<file path="config.mk">
export PLATFORM = sky130hd
export DESIGN_NAME = cpio_newc_header_parser_flat
export DESIGN_NICKNAME = d
export VERILOG_FILES = /design/src/sv/cpio_pkg.sv /design/src/sv/cpio_stream_if.sv /design/src/sv/cpio_newc_header_parser.sv /design/src/flat_wrapper.sv
export SDC_FILE = /design/constraint.sdc
export NUM_CORES = 1
export LEC_CHECK = 0
export BUFFER_PORTS_ARGS = -buffer_cell sky130_fd_sc_hd__buf_2
export CAP_MARGIN = 20
export CORE_ASPECT_RATIO = 1.1
export CORE_MARGIN = 4
export CORE_UTILIZATION = 55
export CTS_CLUSTER_DIAMETER = 40
export DETAILED_ROUTE_END_ITERATION = 10
export HOLD_SLACK_MARGIN = 0.06
export MAX_ROUTING_LAYER = met4
export PLACE_DENSITY = 0.75
export SYNTH_ARGS = -nofsm -noshare
export SYNTH_HDL_FRONTEND = slang
export SYNTH_SLANG_ARGS = --single-unit
</file>
<file path="constraint.sdc">
create_clock -name clk -period 10.5 [get_ports clk]
set_input_delay 0 -clock clk [delete_from_list [all_inputs] [get_ports clk]]
set_output_delay 0 -clock clk [all_outputs]
set_load 0.05 [all_outputs]
</file>
<file path="src/sv/cpio_pkg.sv">
// Shared constants, types and lookup functions for the cpio newc header parser.
`default_nettype none

package cpio_pkg;

    localparam int unsigned HDR_LEN      = 110;
    localparam int unsigned NAME_CMP_LEN = 11;
    localparam int unsigned POS_MAX      = 121;
    localparam int unsigned FSIZE_START  = 54;
    localparam int unsigned NSIZE_START  = 94;
    localparam int unsigned HEX_DIGITS   = 8;
    localparam int unsigned MAGIC_LEN    = 6;

    localparam int unsigned POS_W  = 7;
    localparam int unsigned SIZE_W = 32;

    typedef enum logic [1:0] {
        STATUS_OK        = 2'd0,
        STATUS_BAD_MAGIC = 2'd1,
        STATUS_SHORT     = 2'd2
    } status_t;

    typedef struct packed {
        logic       is_hex;
        logic [3:0] value;
    } hex_digit_t;

    function automatic hex_digit_t hex_decode(input logic [7:0] c);
        hex_digit_t d;
        d.is_hex = 1'b1;
        d.value  = 4'd0;
        if (c >= 8'h30 && c <= 8'h39)
        begin
            d.value = 4'(c - 8'h30);
        end
        else if (c >= 8'h61 && c <= 8'h66)
        begin
            d.value = 4'(c - 8'h57);
        end
        else if (c >= 8'h41 && c <= 8'h46)
        begin
            d.value = 4'(c - 8'h37);
        end
        else
        begin
            d.is_hex = 1'b0;
        end
        return d;
    endfunction

    // "070701"
    function automatic logic [7:0] magic_byte(input logic [2:0] idx);
        logic [7:0] b;
        unique case (idx)
            3'd0:    b = 8'h30;
            3'd1:    b = 8'h37;
            3'd2:    b = 8'h30;
            3'd3:    b = 8'h37;
            3'd4:    b = 8'h30;
            3'd5:    b = 8'h31;
            default: b = 8'h00;
        endcase
        return b;
    endfunction

    // "TRAILER!!!" and its terminating zero
    function automatic logic [7:0] trailer_byte(input logic [3:0] idx);
        logic [7:0] b;
        unique case (idx)
            4'd0:    b = 8'h54;
            4'd1:    b = 8'h52;
            4'd2:    b = 8'h41;
            4'd3:    b = 8'h49;
            4'd4:    b = 8'h4C;
            4'd5:    b = 8'h45;
            4'd6:    b = 8'h52;
            4'd7:    b = 8'h21;
            4'd8:    b = 8'h21;
            4'd9:    b = 8'h21;
            default: b = 8'h00;
        endcase
        return b;
    endfunction

    function automatic logic [SIZE_W-1:0] round4(input logic [SIZE_W-1:0] x);
        logic [SIZE_W-1:0] s;
        s = x + SIZE_W'(3);
        return {s[SIZE_W-1:2], 2'b00};
    endfunction

endpackage

`default_nettype wire

</file>
<file path="src/sv/cpio_stream_if.sv">
// Handshake interfaces for the byte input channel and the result channel.
`default_nettype none

interface cpio_in_if;
    logic       valid;
    logic       ready;
    logic [7:0] byte_in;
    logic       last;

    modport source (output valid, output byte_in, output last, input ready);
    modport sink   (input valid, input byte_in, input last, output ready);
endinterface

interface cpio_out_if;
    logic                    valid;
    logic                    ready;
    cpio_pkg::status_t       status;
    logic [31:0]             file_size;
    logic [31:0]             name_size;
    logic [6:0]              name_offset;
    logic [31:0]             data_offset;
    logic [31:0]             next_offset;
    logic                    is_trailer;

    modport source (output valid, output status, output file_size, output name_size,
                    output name_offset, output data_offset, output next_offset,
                    output is_trailer, input ready);
    modport sink   (input valid, input status, input file_size, input name_size,
                    input name_offset, input data_offset, input next_offset,
                    input is_trailer, output ready);
endinterface

`default_nettype wire

</file>
<file path="src/sv/cpio_newc_header_parser.sv">
// cpio newc header parser: byte-wise header scan with a three-stage result pipeline.
//
// in_ch carries one byte of a newc entry per word, header first, then the
// pathname; last marks the final byte of the entry. out_ch carries one
// result word per entry: status, parsed sizes, name/data/next offsets and
// the trailer flag.
// Throughput: one byte per cycle while in_ch.ready is high; entries may follow back to back.
// Each result passes through three register stages (summary, data offset add,
// next offset add) after the last byte is accepted, before out_ch.valid rises.
// Each byte updates the scan state in the cycle it is accepted; the last
// byte also returns the scan state to its reset values.
// Reset (rst_n low) clears the scan state and empties the pipeline.
// When out_ch stalls, the pipeline holds; in_ch.ready drops only once all
// three result stages are full.
`default_nettype none

module cpio_newc_header_parser (
    input  wire logic  clk,
    input  wire logic  rst_n,
    cpio_in_if.sink    in_ch,
    cpio_out_if.source out_ch
);
    import cpio_pkg::*;

    logic [POS_W-1:0]  pos_reg, pos_next;
    logic              magic_ok_reg, magic_ok_next;
    logic [SIZE_W-1:0] fs_acc_reg, fs_acc_next;
    logic              fs_stop_reg, fs_stop_next;
    logic [SIZE_W-1:0] ns_acc_reg, ns_acc_next;
    logic              ns_stop_reg, ns_stop_next;
    logic              tr_ok_reg, tr_ok_next;
    logic              tr_done_reg, tr_done_next;

    logic              s1_valid_reg;
    status_t           s1_status_reg;
    logic [SIZE_W-1:0] s1_fs_reg;
    logic [SIZE_W-1:0] s1_ns_reg;
    logic              s1_tr_reg;

    logic              s2_valid_reg;
    status_t           s2_status_reg;
    logic [SIZE_W-1:0] s2_fs_reg;
    logic [SIZE_W-1:0] s2_ns_reg;
    logic              s2_tr_reg;
    logic [SIZE_W-1:0] s2_data_reg;

    logic              out_valid_reg;
    status_t           out_status_reg;
    logic [SIZE_W-1:0] out_fs_reg;
    logic [SIZE_W-1:0] out_ns_reg;
    logic [POS_W-1:0]  out_name_off_reg;
    logic [SIZE_W-1:0] out_data_reg;
    logic [SIZE_W-1:0] out_next_reg;
    logic              out_tr_reg;

    logic              accept;
    logic              out_free, s2_free, s1_free;
    hex_digit_t        digit;
    logic [3:0]        name_idx;
    logic              in_magic, in_fsize, in_nsize, in_name;
    logic              short_hdr;
    status_t           fin_status;
    logic              fin_ok;

    assign out_free = !out_valid_reg || out_ch.ready;
    assign s2_free  = !s2_valid_reg || out_free;
    assign s1_free  = !s1_valid_reg || s2_free;

    assign in_ch.ready = s1_free;
    assign accept      = in_ch.valid && in_ch.ready;

    assign digit    = hex_decode(in_ch.byte_in);
    assign name_idx = 4'(pos_reg - POS_W'(HDR_LEN));

    assign in_magic = pos_reg < POS_W'(MAGIC_LEN);
    assign in_fsize = pos_reg >= POS_W'(FSIZE_START)
                   && pos_reg < POS_W'(FSIZE_START + HEX_DIGITS);
    assign in_nsize = pos_reg >= POS_W'(NSIZE_START)
                   && pos_reg < POS_W'(NSIZE_START + HEX_DIGITS);
    assign in_name  = pos_reg >= POS_W'(HDR_LEN)
                   && pos_reg < POS_W'(HDR_LEN + NAME_CMP_LEN);

    // fewer than HDR_LEN bytes once this one is counted
    assign short_hdr = pos_reg < POS_W'(HDR_LEN - 1);

    always_comb
    begin
        magic_ok_next = magic_ok_reg;
        fs_acc_next   = fs_acc_reg;
        fs_stop_next  = fs_stop_reg;
        ns_acc_next   = ns_acc_reg;
        ns_stop_next  = ns_stop_reg;
        tr_ok_next    = tr_ok_reg;
        tr_done_next  = tr_done_reg;
        pos_next      = (pos_reg < POS_W'(POS_MAX)) ? pos_reg + POS_W'(1) : POS_W'(POS_MAX);

        if (in_magic)
        begin
            if (in_ch.byte_in != magic_byte(pos_reg[2:0]))
            begin
                magic_ok_next = 1'b0;
            end
        end
        else if (in_fsize)
        begin
            if (!fs_stop_reg)
            begin
                if (digit.is_hex)
                begin
                    fs_acc_next = {fs_acc_reg[SIZE_W-5:0], digit.value};
                end
                else
                begin
                    fs_stop_next = 1'b1;
                end
            end
        end
        else if (in_nsize)
        begin
            if (!ns_stop_reg)
            begin
                if (digit.is_hex)
                begin
                    ns_acc_next = {ns_acc_reg[SIZE_W-5:0], digit.value};
                end
                else
                begin
                    ns_stop_next = 1'b1;
                end
            end
        end
        else if (in_name)
        begin
            if (in_ch.byte_in != trailer_byte(name_idx))
            begin
                tr_ok_next = 1'b0;
            end
            if (name_idx == 4'(NAME_CMP_LEN - 1))
            begin
                tr_done_next = 1'b1;
            end
        end
    end

    always_comb
    begin
        priority if (short_hdr)
        begin
            fin_status = STATUS_SHORT;
        end
        else if (!magic_ok_next)
        begin
            fin_status = STATUS_BAD_MAGIC;
        end
        else
        begin
            fin_status = STATUS_OK;
        end
    end

    assign fin_ok = (fin_status == STATUS_OK);

    // scan state
    always_ff @(posedge clk or negedge rst_n)
    begin
        if (!rst_n)
        begin
            pos_reg      <= '0;
            magic_ok_reg <= 1'b1;
            fs_acc_reg   <= '0;
            fs_stop_reg  <= 1'b0;
            ns_acc_reg   <= '0;
            ns_stop_reg  <= 1'b0;
            tr_ok_reg    <= 1'b1;
            tr_done_reg  <= 1'b0;
        end
        else if (accept)
        begin
            if (in_ch.last)
            begin
                pos_reg      <= '0;
                magic_ok_reg <= 1'b1;
                fs_acc_reg   <= '0;
                fs_stop_reg  <= 1'b0;
                ns_acc_reg   <= '0;
                ns_stop_reg  <= 1'b0;
                tr_ok_reg    <= 1'b1;
                tr_done_reg  <= 1'b0;
            end
            else
            begin
                pos_reg      <= pos_next;
                magic_ok_reg <= magic_ok_next;
                fs_acc_reg   <= fs_acc_next;
                fs_stop_reg  <= fs_stop_next;
                ns_acc_reg   <= ns_acc_next;
                ns_stop_reg  <= ns_stop_next;
                tr_ok_reg    <= tr_ok_next;
                tr_done_reg  <= tr_done_next;
            end
        end
    end

    // stage 1: entry summary
    always_ff @(posedge clk or negedge rst_n)
    begin
        if (!rst_n)
        begin
            s1_valid_reg <= 1'b0;
        end
        else if (s1_free)
        begin
            s1_valid_reg <= accept && in_ch.last;
        end
    end

    always_ff @(posedge clk)
    begin
        if (accept && in_ch.last)
        begin
            s1_status_reg <= fin_status;
            s1_fs_reg     <= fin_ok ? fs_acc_next : '0;
            s1_ns_reg     <= fin_ok ? ns_acc_next : '0;
            s1_tr_reg     <= fin_ok && tr_ok_next && tr_done_next;
        end
    end

    // stage 2: data offset
    always_ff @(posedge clk or negedge rst_n)
    begin
        if (!rst_n)
        begin
            s2_valid_reg <= 1'b0;
        end
        else if (s2_free)
        begin
            s2_valid_reg <= s1_valid_reg;
        end
    end

    always_ff @(posedge clk)
    begin
        if (s2_free && s1_valid_reg)
        begin
            s2_status_reg <= s1_status_reg;
            s2_fs_reg     <= s1_fs_reg;
            s2_ns_reg     <= s1_ns_reg;
            s2_tr_reg     <= s1_tr_reg;
            s2_data_reg   <= (s1_status_reg == STATUS_OK)
                           ? round4(s1_ns_reg + SIZE_W'(HDR_LEN)) : '0;
        end
    end

    // stage 3: next offset, output register
    always_ff @(posedge clk or negedge rst_n)
    begin
        if (!rst_n)
        begin
            out_valid_reg <= 1'b0;
        end
        else if (out_free)
        begin
            out_valid_reg <= s2_valid_reg;
        end
    end

    always_ff @(posedge clk)
    begin
        if (out_free && s2_valid_reg)
        begin
            out_status_reg   <= s2_status_reg;
            out_fs_reg       <= s2_fs_reg;
            out_ns_reg       <= s2_ns_reg;
            out_name_off_reg <= (s2_status_reg == STATUS_OK) ? POS_W'(HDR_LEN) : '0;
            out_data_reg     <= s2_data_reg;
            out_next_reg     <= s2_tr_reg ? '0 : s2_data_reg + round4(s2_fs_reg);
            out_tr_reg       <= s2_tr_reg;
        end
    end

    assign out_ch.valid       = out_valid_reg;
    assign out_ch.status      = out_status_reg;
    assign out_ch.file_size   = out_fs_reg;
    assign out_ch.name_size   = out_ns_reg;
    assign out_ch.name_offset = out_name_off_reg;
    assign out_ch.data_offset = out_data_reg;
    assign out_ch.next_offset = out_next_reg;
    assign out_ch.is_trailer  = out_tr_reg;

    a_scan_clears_on_last: assert property (@(posedge clk) disable iff (!rst_n)
        accept && in_ch.last |=> pos_reg == '0 && magic_ok_reg && !fs_stop_reg)
        else $error("scan state not cleared after last word");

    a_pos_saturates: assert property (@(posedge clk) disable iff (!rst_n)
        pos_reg <= POS_W'(POS_MAX))
        else $error("byte position beyond saturation");

    a_bad_status_zero: assert property (@(posedge clk) disable iff (!rst_n)
        out_valid_reg && out_status_reg != STATUS_OK |->
            out_fs_reg == '0 && out_ns_reg == '0 && out_data_reg == '0
            && out_next_reg == '0 && !out_tr_reg && out_name_off_reg == '0)
        else $error("failed entry reports nonzero fields");

    a_trailer_next_zero: assert property (@(posedge clk) disable iff (!rst_n)
        out_valid_reg && out_tr_reg |-> out_next_reg == '0)
        else $error("trailer with nonzero next offset");

    a_pipe_fill_order: assert property (@(posedge clk) disable iff (!rst_n)
        !in_ch.ready |-> s1_valid_reg && s2_valid_reg && out_valid_reg)
        else $error("input stalled with a free result stage");

endmodule

`default_nettype wire

</file>
<file path="src/flat_wrapper.sv">
// flat-port wrapper written by rule: the top's interface ports become plain ports
module cpio_newc_header_parser_flat import cpio_pkg::*;
  (clk, rst_n, in_ch_valid, in_ch_byte_in, in_ch_last, in_ch_ready, out_ch_valid, out_ch_status, out_ch_file_size, out_ch_name_size, out_ch_name_offset, out_ch_data_offset, out_ch_next_offset, out_ch_is_trailer, out_ch_ready);
  cpio_in_if in_ch_i ();
  cpio_out_if out_ch_i ();
  input  wire logic clk;
  input  wire logic rst_n;
  input wire logic [$bits(in_ch_i.valid)-1:0] in_ch_valid;
  input wire logic [$bits(in_ch_i.byte_in)-1:0] in_ch_byte_in;
  input wire logic [$bits(in_ch_i.last)-1:0] in_ch_last;
  output wire logic [$bits(in_ch_i.ready)-1:0] in_ch_ready;
  output wire logic [$bits(out_ch_i.valid)-1:0] out_ch_valid;
  output wire logic [$bits(out_ch_i.status)-1:0] out_ch_status;
  output wire logic [$bits(out_ch_i.file_size)-1:0] out_ch_file_size;
  output wire logic [$bits(out_ch_i.name_size)-1:0] out_ch_name_size;
  output wire logic [$bits(out_ch_i.name_offset)-1:0] out_ch_name_offset;
  output wire logic [$bits(out_ch_i.data_offset)-1:0] out_ch_data_offset;
  output wire logic [$bits(out_ch_i.next_offset)-1:0] out_ch_next_offset;
  output wire logic [$bits(out_ch_i.is_trailer)-1:0] out_ch_is_trailer;
  input wire logic [$bits(out_ch_i.ready)-1:0] out_ch_ready;
  assign in_ch_i.valid = in_ch_valid;
  assign in_ch_i.byte_in = in_ch_byte_in;
  assign in_ch_i.last = in_ch_last;
  assign in_ch_ready = in_ch_i.ready;
  assign out_ch_valid = out_ch_i.valid;
  assign out_ch_status = out_ch_i.status;
  assign out_ch_file_size = out_ch_i.file_size;
  assign out_ch_name_size = out_ch_i.name_size;
  assign out_ch_name_offset = out_ch_i.name_offset;
  assign out_ch_data_offset = out_ch_i.data_offset;
  assign out_ch_next_offset = out_ch_i.next_offset;
  assign out_ch_is_trailer = out_ch_i.is_trailer;
  assign out_ch_i.ready = out_ch_ready;
  cpio_newc_header_parser u_core (.clk(clk), .rst_n(rst_n), .in_ch(in_ch_i), .out_ch(out_ch_i));
endmodule
</file>
After elaboration in Yosys (flattened, before gate mapping). Memory sizes are Yosys's and may differ from the RTL's. Cells that the tools add are included. Widths: inputs -> output; s select.

Bits in registers: 383. Memory bits (read-only): 112. Bits of input ports: 13. Output and inout port bits: 140. Logic and storage cells: 143. Memories: 1.

Memory list: (no name shown) (words 16, width 7, rd ports 1, clocked after memory_dff 0, write ports 0, RTL line cpio_pkg.sv:69) `unique case (idx)`.

Add/subtract/negate cells: 9. Magnitude comparators: 14. Equality and inequality tests: 10. Muxes and demuxes: 53. Reduce and logical (&&, ||, !) cells: 28.

Operator list (number): $mux 32 (11); $add 32x2->32 const B (2); $mux 8 (5); $add 32x32->32 (1); $add 32x7->32 const B (1); $mux 1 (29); $lt 7x7->1 const B (3); $mux 7 (3); $pmux 6 s3 (1); $ge 8x7->1 const B (2); $le 8x7->1 const B (2); $ne 8x8->1 (2); $ge 7x7->1 const B (2); $logic_and 1x1->1 (12); $mux 4 (3); $ge 8x6->1 const B (1); $le 8x6->1 const B (1); $sub 4x3->4 const B (2); $add 7x1->7 const B (1); $ge 7x6->1 const B (1); $lt 7x3->1 const B (1); $lt 7x6->1 const B (1); $eq 3x2->1 const B (2); $eq 3x3->1 const B (2); other kinds (15) (23).

Logic depth before layout (Yosys ltp). Gate-level depths: netlist (run 1).

Depth after elaboration: 14. Gate-level depth with buffers: 15. Mapped depth without buffers: 15.

Least setup slack after synthesis (run 1). Ideal clock, no wire load.

Path kind: flip-flop to flip-flop. From: register u_core.out_valid_reg, in the netlist u_core.out_ch.valid. To: register u_core.out_data_reg[10], in the netlist u_core.out_ch.data_offset[10] (enable). Library setup time: 0.502 ns. Data arrival time: 3.700 ns. Data required time: 9.998 ns. Slack: 6.298 ns. Cell stages (with the launch flop): 3. Buffers on the path: 0. Period minus slack after synthesis: 4.202 ns. Cells stage by stage: dfrtp_1 -> nand2b_1 -> and2_1.

Cells in the longest elaborated chain, start to end: 3.

Ends and longest elaborated chain: start: declaration (RTL line cpio_newc_header_parser.sv:47) `logic out_valid_reg;`; start signal: assignment (RTL line cpio_newc_header_parser.sv:263) `out_valid_reg <= s2_valid_reg;`; $logic_not 1->1 (RTL line cpio_newc_header_parser.sv:65) `assign out_free = !out_valid_reg || out_ch.ready;`; $logic_or 1x1->1 (RTL line cpio_newc_header_parser.sv:65); $logic_and 1x1->1 (RTL line cpio_newc_header_parser.sv:269) `if (out_free && s2_valid_reg)`; end signal: assignment (RTL line cpio_newc_header_parser.sv:275) `out_data_reg <= s2_data_reg;`; end: declaration (RTL line cpio_newc_header_parser.sv:52) `logic [SIZE_W-1:0] out_data_reg;`.

No other way between the ends. A chain may end at the register's enable or synchronous reset.

Worst setup path in the final report (run 1).
From: register u_core.s2_fs_reg[6]. To: register u_core.out_next_reg[31], in the netlist u_core.out_ch.next_offset[31], data pin.

Cells in the longest elaborated chain, start to end: 2.

Ends and longest elaborated chain: start: declaration (RTL line cpio_newc_header_parser.sv:42) `logic [SIZE_W-1:0] s2_fs_reg;`; start signal: assignment (RTL line cpio_newc_header_parser.sv:246) `s2_fs_reg <= s1_fs_reg;`; $add 32x2->32 (RTL line cpio_pkg.sv:87) `s = x + SIZE_W'(3);`; $add 32x32->32 (RTL line cpio_newc_header_parser.sv:276) `out_next_reg <= s2_tr_reg ? '0 : s2_data_reg + round4(s2_fs_reg);`; end signal: assignment (RTL line cpio_newc_header_parser.sv:276); end: declaration (RTL line cpio_newc_header_parser.sv:53) `logic [SIZE_W-1:0] out_next_reg;`.

No other way between the ends.

==> results.sh, run 1 <==
export IMPL_outcome="completed"
export IMPL_fin_setup_tns_ns=0
export IMPL_ctsRootBufferMaster="clkbuf_16"
export IMPL_rrSetupSlack_ns=6.13
export IMPL_wl_um=34920
export IMPL_fin_crit_sh_pct=41.57
export IMPL_synthTopCellsByArea="edfxtp_1, dfrtp_1, nand2_1, ha_1, a21oi_1"
export IMPL_postCtsHoldBufs=6
export IMPL_hold_path_end="u_core.ns_acc_reg[27]"
export IMPL_fin_skew_ns=0.01241
export IMPL_drtPass1Iterations=6
export IMPL_grt_pass1_wl_um=56780
export IMPL_p_leak_nw=7.164
export IMPL_min_from="in_ch_last"
export IMPL_hp_class="in2reg"
export IMPL_cts_sinks=371
export IMPL_ys_ff_latch=371
export IMPL_die_w_um=173.7
export IMPL_layout_drive_gt1_share_pct=16.71
export IMPL_fin_util_pct=64.50
export IMPL_ant_nets=0
export IMPL_worstReg2RegStart="u_core.s2_fs_reg[6]"
export IMPL_cp_end_kind="flip-flop"
export IMPL_drt_iter0_drc=945
export IMPL_routabilityCongestion=0.8967
export IMPL_hpwl_um=23720
export IMPL_worstPathRequired_ns=10.78
export IMPL_fin_crit_ns=4.365
export IMPL_yosysMostFrequentCell="edfxtp_1"
export IMPL_rr_endpoint="u_core.out_ch.next_offset[31]"
export IMPL_crit_path_start_kind="flip-flop"
export IMPL_synth_top_cell_area_share_pct=52.79
export IMPL_hold_viol=0
export IMPL_tritoncts="yes"
export IMPL_grt_setup_unrepaired="false"
export IMPL_synth_edf_count=292
export IMPL_syn_area_per_cell_um2=12.20
export IMPL_fin_nets=1570
export IMPL_core_area_um2=29650
export IMPL_path_class="reg2reg"
export IMPL_path_clk_slew_ns=0.06
export IMPL_port_buffers=146
export IMPL_cts_resized=0
export IMPL_vias=11060
export IMPL_startpoint="u_core.s2_fs_reg[6]"
export IMPL_r2r_cells=15
export IMPL_setup_viol=0
export IMPL_via_per_inst=5.764
export IMPL_arrival_ns=4.64
export IMPL_start_util_pct=56.03
export IMPL_maxCapViolations=0
export IMPL_slew_headroom_pct=29.30
export IMPL_antenna_found_initial=0
export IMPL_synth_distinct_cells=73
export IMPL_drc=0
export IMPL_cts_buffer_depth=3
export IMPL_fmax_ghz=0.2291
export IMPL_yosysWarnings=0
export IMPL_wl_per_cell_um=18.21
export IMPL_crit_fanout=6
export IMPL_insertion_delay_ns=0.54
export IMPL_cts_setup_buffers=0
export IMPL_grt_overflow=0
export IMPL_yosysSeqAreaShare_pct=64.70
export IMPL_syn_area_um2=16610
export IMPL_hold_depth=2
export IMPL_powerDensity_nw_per_um2=184.5
export IMPL_diodes=0
export IMPL_numCtsBuffers=42
export IMPL_synth_flop_cell="edfxtp_1"
export IMPL_dieArea_um2=33050
export IMPL_netlist_top_cells_count="edfxtp_1, nand2_1, a21oi_1"
export IMPL_synthCells=1362
export IMPL_vdd_ir_drop_max_uv=123.0
export IMPL_io_pins=153
export IMPL_synthArstFlopShare_pct=21.29
export IMPL_fillers=2159
export IMPL_grt_pass1_vias=10560
export IMPL_grt_max_degree=78
export IMPL_rows=66
export IMPL_die_height_um=190.3
export IMPL_slew_violations=0
export IMPL_syn2layout_area_growth_pct=15.11
export IMPL_htree_levels=2
export IMPL_yosysTopAreaCell="edfxtp_1"
export IMPL_tightest_slew_ns=1.059
export IMPL_track_usage_pct=21.77
-- worst max path at each step --
stage / to / slack (ns) / cells past startpoint
4_1_cts: u_core.out_ch.next_offset[29] / 6.10 / 14
2_1_floorplan: u_core.out_ch.data_offset[10] / 6.30 / 2
3_3_place_gp: u_core.out_ch.next_offset[29] / 6.26 / 14
6_report: u_core.out_ch.next_offset[31] / 6.13 / 15
5_1_grt: u_core.out_ch.next_offset[31] / 5.82 / 15
3_5_place_dp: u_core.out_ch.next_offset[29] / 6.13 / 14
-- power breakdown --
group	total, mW	switching (mW)	internal [mW]	leakage (nW)
clock	1.43	0.584	0.851	0.677
sequential	1.71	0.0375	1.67	3.90
combinational	0.388	0.289	0.0992	2.59
total	3.53	0.910	2.62	7.16
-- critical path, stage by stage (launching register included) --
cell	delay, ns
edfxtp_1	0.43
nand4_1	0.19
or3_1	0.46
inv_1	0.11
and3_1	0.20
and3_1	0.23
nand2_1	0.08
xnor2_1	0.13
ha_1	0.36
a21oi_1	0.14
o21ai_0	0.17
nor4_1	0.54
a311oi_1	0.24
o41ai_1	0.51
a22o_1	0.24
a21oi_2	0.05
-- stage by stage --
step           hold WS (ns)  std cells  area (um^2)  power, mW  worst slack [ns]
2_1_floorplan       -0.2956       1367        16630      2.030             6.298
3_3_place_gp        -0.1703       1835        17650      2.116             6.256
3_5_place_dp        -0.1672       1835        17650      2.123             6.131
4_1_cts             0.06694       1917        19090      3.552             6.103
5_1_grt             0.09377       1918        19120      3.656             5.817
6_report            0.08612       1918        19120      3.528             6.135
-- metal layers --
layer	vias up	share of wire, %	wire length, um	GRT usage, %
li1	5262	-	-	-
met1	5357	43	15020	29.54
met2	372	48	16890	35.11
met3	65	6.4	2231	3.371
met4	0	2.2	775	5.635
met5	-	0	0	-
-- area by class of cell --
cell class / count / area [um^2] / share of cell area (%)
clock buffer: 52 / 1129 / 5.902
timing repair buffer: 167 / 925.9 / 4.842
multi-input combinational: 901 / 5484 / 28.68
sequential: 371 / 10750 / 56.21
clock inverter: 24 / 257.7 / 1.348
tap: 374 / 467.9 / 2.447
inverter: 29 / 108.9 / 0.5693
-- placed cells by master (no fill, tap or decap), types with 5 or more instances in the layout --
master	instances
dfrtp_1	77
o21ai_0	61
nor2_1	93
a21o_1	14
inv_6	6
a21oi_1	109
nand2_1	213
xnor2_1	50
buf_4	15
nand3_1	29
a22o_1	32
xor2_1	35
a21boi_0	32
a211oi_1	7
clkinv_4	5
a31oi_1	6
nand2b_1	7
dlygate4sd3_1	6
clkbuf_1	6
or3_1	7
mux2i_1	6
and4_1	6
and2_1	5
inv_1	28
nand4_1	17
edfxtp_1	292
ha_1	44
o21a_1	8
buf_2	145
nor4_1	6
conb_1	6
mux2_2	6
and3_1	9
nor3_1	20
o21ai_1	5
clkbuf_16	42
-- logic make-up (layout without fill, tap and decap cells) --
family | count (synthesis) | after routing | share of synthesized area, %
flip-flops | 371 | 371 | 64.70
AO/OA/AOI/OAI | 314 | 314 | 12.15
buffers and inverters | 95 | 272 | 2.463
AND/OR/NAND/NOR | 439 | 439 | 11.98
multiplexers | 12 | 12 | 0.7683
adder cells (fa/ha/maj) | 45 | 45 | 3.435
other | 1 | 6 | 0.02258
XOR/XNOR | 85 | 85 | 4.482
(Power assumes the default switching activity.)
==> inputs of run 2 (changes only) <==
clock period = 4.4 ns   (was 10.5 ns; I/O delays follow)
==> run 2 against run 1 <==
  * Clock power increased by 120%
  * Critical path type unchanged
  * Critical endpoint is now u_core.out_ch.next_offset[29]
  * Clock skew increased by 0.0029 ns
  * Sequential cell count unchanged
  * Via count up 0.60%
  * Critical path depth fell by 1
  * Cell area down 0.27%
  * Utilization down 0.17 points
  * Combinational power up 140%
  * Non-clock buffer count increased by 7
  * First-iteration DRC count rose by 2.0%
  * Maximum frequency grew 4.6%
==> results.sh, run 2 (same netlist as run 1, synthesis figures left out) <==
export IMPL_hpwl_um=23790
export IMPL_fin_crit_sh_pct=94.86
export IMPL_layout_commonest_cell="edfxtp_1"
export IMPL_drc=0
export IMPL_fin_setup_tns_ns=0
export IMPL_htree_levels=2
export IMPL_grt_pass1_vias=10660
export IMPL_slew_violations=0
export IMPL_die_w_um=173.7
export IMPL_regArea_um2=10750
export IMPL_final_cell_mix="edfxtp_1, nand2_1, buf_2"
export IMPL_insertion_delay_ns=0.53
export IMPL_rows=66
export IMPL_core_area_um2=29650
export IMPL_outcome="completed"
export IMPL_fin_skew_ns=0.01530
export IMPL_worstPathRequired_ns=4.67
export IMPL_io_pins=153
export IMPL_wl_um=34340
export IMPL_fin_nets=1574
export IMPL_via_per_inst=5.799
export IMPL_fillers=2173
export IMPL_arrival_ns=4.44
export IMPL_seq_power_share_pct=50.0
export IMPL_port_buffers=146
export IMPL_fmax_ghz=0.2396
export IMPL_powerDensity_nw_per_um2=426.7
export IMPL_switching_share_pct=26.10
export IMPL_drt_iter0_drc=964
export IMPL_p_leak_nw=7.142
export IMPL_design_area_um2=19070
export IMPL_drtPass1Iterations=5
export IMPL_dpl_cell_area_um2=17720
export IMPL_multi_input_area_um2=5507
export IMPL_comb_power_share_pct=11.5
export IMPL_cp_end_kind="flip-flop"
export IMPL_track_usage_pct=21.19
export IMPL_diodes=0
export IMPL_whs_ns=0.07718
export IMPL_p_int_mw=6.013
export IMPL_maxCapViolations=0
export IMPL_crit_path_start_kind="flip-flop"
export IMPL_tightest_slew_ns=0.9883
export IMPL_path_class="reg2reg"
export IMPL_dieArea_um2=33050
export IMPL_grt_overflow=0
export IMPL_ant_nets=0
export IMPL_hold_viol=0
export IMPL_routabilityCongestion=0.9138
export IMPL_place_ws_ns=0.1362
export IMPL_cts_setup_buffers=0
export IMPL_start_util_pct=56.03
export IMPL_hp_class="in2reg"
export IMPL_clkPwrFrac_pct=38.5
export IMPL_syn2layout_area_growth_pct=14.80
export IMPL_p_sw_mw=2.124
export IMPL_antenna_found_initial=0
export IMPL_grt_max_degree=80
export IMPL_layout_drive_gt1_share_pct=17.03
export IMPL_fin_ws_ns=0.2263
export IMPL_crit_fanout=6
export IMPL_grt_pass1_wl_um=55370
export IMPL_setup_viol=0
export IMPL_fin_crit_ns=4.174
export IMPL_grt_setup_unrepaired="false"
export IMPL_path_clk_slew_ns=0.06
export IMPL_slew_headroom_pct=33.88
export IMPL_vdd_ir_drop_max_uv=225.6
export IMPL_cts_buffer_depth=3
export IMPL_die_height_um=190.3
export IMPL_tritoncts="yes"
export IMPL_wl_per_cell_um=17.90
export IMPL_fin_util_pct=64.32
export IMPL_ctsRootBufferMaster="clkbuf_16"
export IMPL_numCtsBuffers=39
export IMPL_cts_sinks=371
export IMPL_vias=11120
## run 2: changes by cell type in the layout (fill, tap and decap cells not counted), sizes merged
| cell | delta |
|---|---|
| inv | +2 |
| clkinv | -1 |
| clkbuf | -7 |
| bufinv | -1 |
| buf | +7 |
## run 2: area by class of cell
| type | instances | share of cell area (%) |
|---|---|---|
| Clock buffer | 45 | 5.236 |
| Clock inverter | 24 | 1.240 |
| Inverter | 29 | 0.5708 |
| Multi-Input combinational cell | 901 | 28.88 |
| Sequential cell | 371 | 56.36 |
| Tap cell | 374 | 2.454 |
| Timing Repair Buffer | 174 | 5.262 |
## run 2: critical path: stages (launching register included)
cell and delay, ns:
edfxtp_1 0.43, nand4_1 0.21, or3_1 0.38, inv_1 0.08, and3_1 0.20, and3_1 0.23, nand2_1 0.08, xnor2_1 0.15
ha_2 0.40, nand3_1 0.11, or4_1 0.65, a311oi_2 0.40, nor3_1 0.08, o21ai_1 0.15, mux2_2 0.35
## run 2: final timing paths
| kind | from | endpoint | slack (ns) | cells past startpoint |
|---|---|---|---|---|
| max | u_core.s2_fs_reg[6] | u_core.out_ch.next_offset[29] | 0.23 | 14 |
| min | in_ch_byte_in[6] | u_core.magic_ok_reg | 0.08 | 6 |
| max reg2reg | u_core.s2_fs_reg[6] | u_core.out_ch.next_offset[29] | 0.23 | 14 |
| min reg2reg | u_core.s1_fs_reg[25] | u_core.s2_fs_reg[25] | 0.41 | 0 |
| max in group asynchronous | rst_n | u_core.magic_ok_reg | 3.38 | 4 |
| min in group asynchronous | rst_n | u_core.ns_acc_reg[22] | 0.39 | 3 |
## run 2: stage by stage
stage / instances / power, mW
3_3_place_gp: 1842 / 5.047
6_report: 1918 / 8.137
4_1_cts: 1916 / 8.185
2_1_floorplan: 1367 / 4.843
3_5_place_dp: 1842 / 5.068
5_1_grt: 1918 / 8.434
## run 2: what timing repair did
action                                  4_1_cts  5_1_grt
endpoints found under the setup margin        0        2
hold endpoints to repair                     87        8
resized for setup                             0        4
hold buffers                                  5        1
## run 2: power by group through the flow
stage	clock, mW	sequential, mW	combinational [mW]
2_1_floorplan	0	4.43	0.414
3_3_place_gp	0	4.13	0.914
3_5_place_dp	0	4.14	0.930
4_1_cts	3.18	4.07	0.936
5_1_grt	3.34	4.08	1.01
6_report	3.13	4.07	0.937
## run 2: per-layer routing
layer	wire length, um	global-route usage (%)	up-vias
met5	0	-	-
met4	850	6.092	0
met3	1955	3.153	61
met2	16640	34.66	379
met1	14890	28.14	5409
li1	-	-	5273
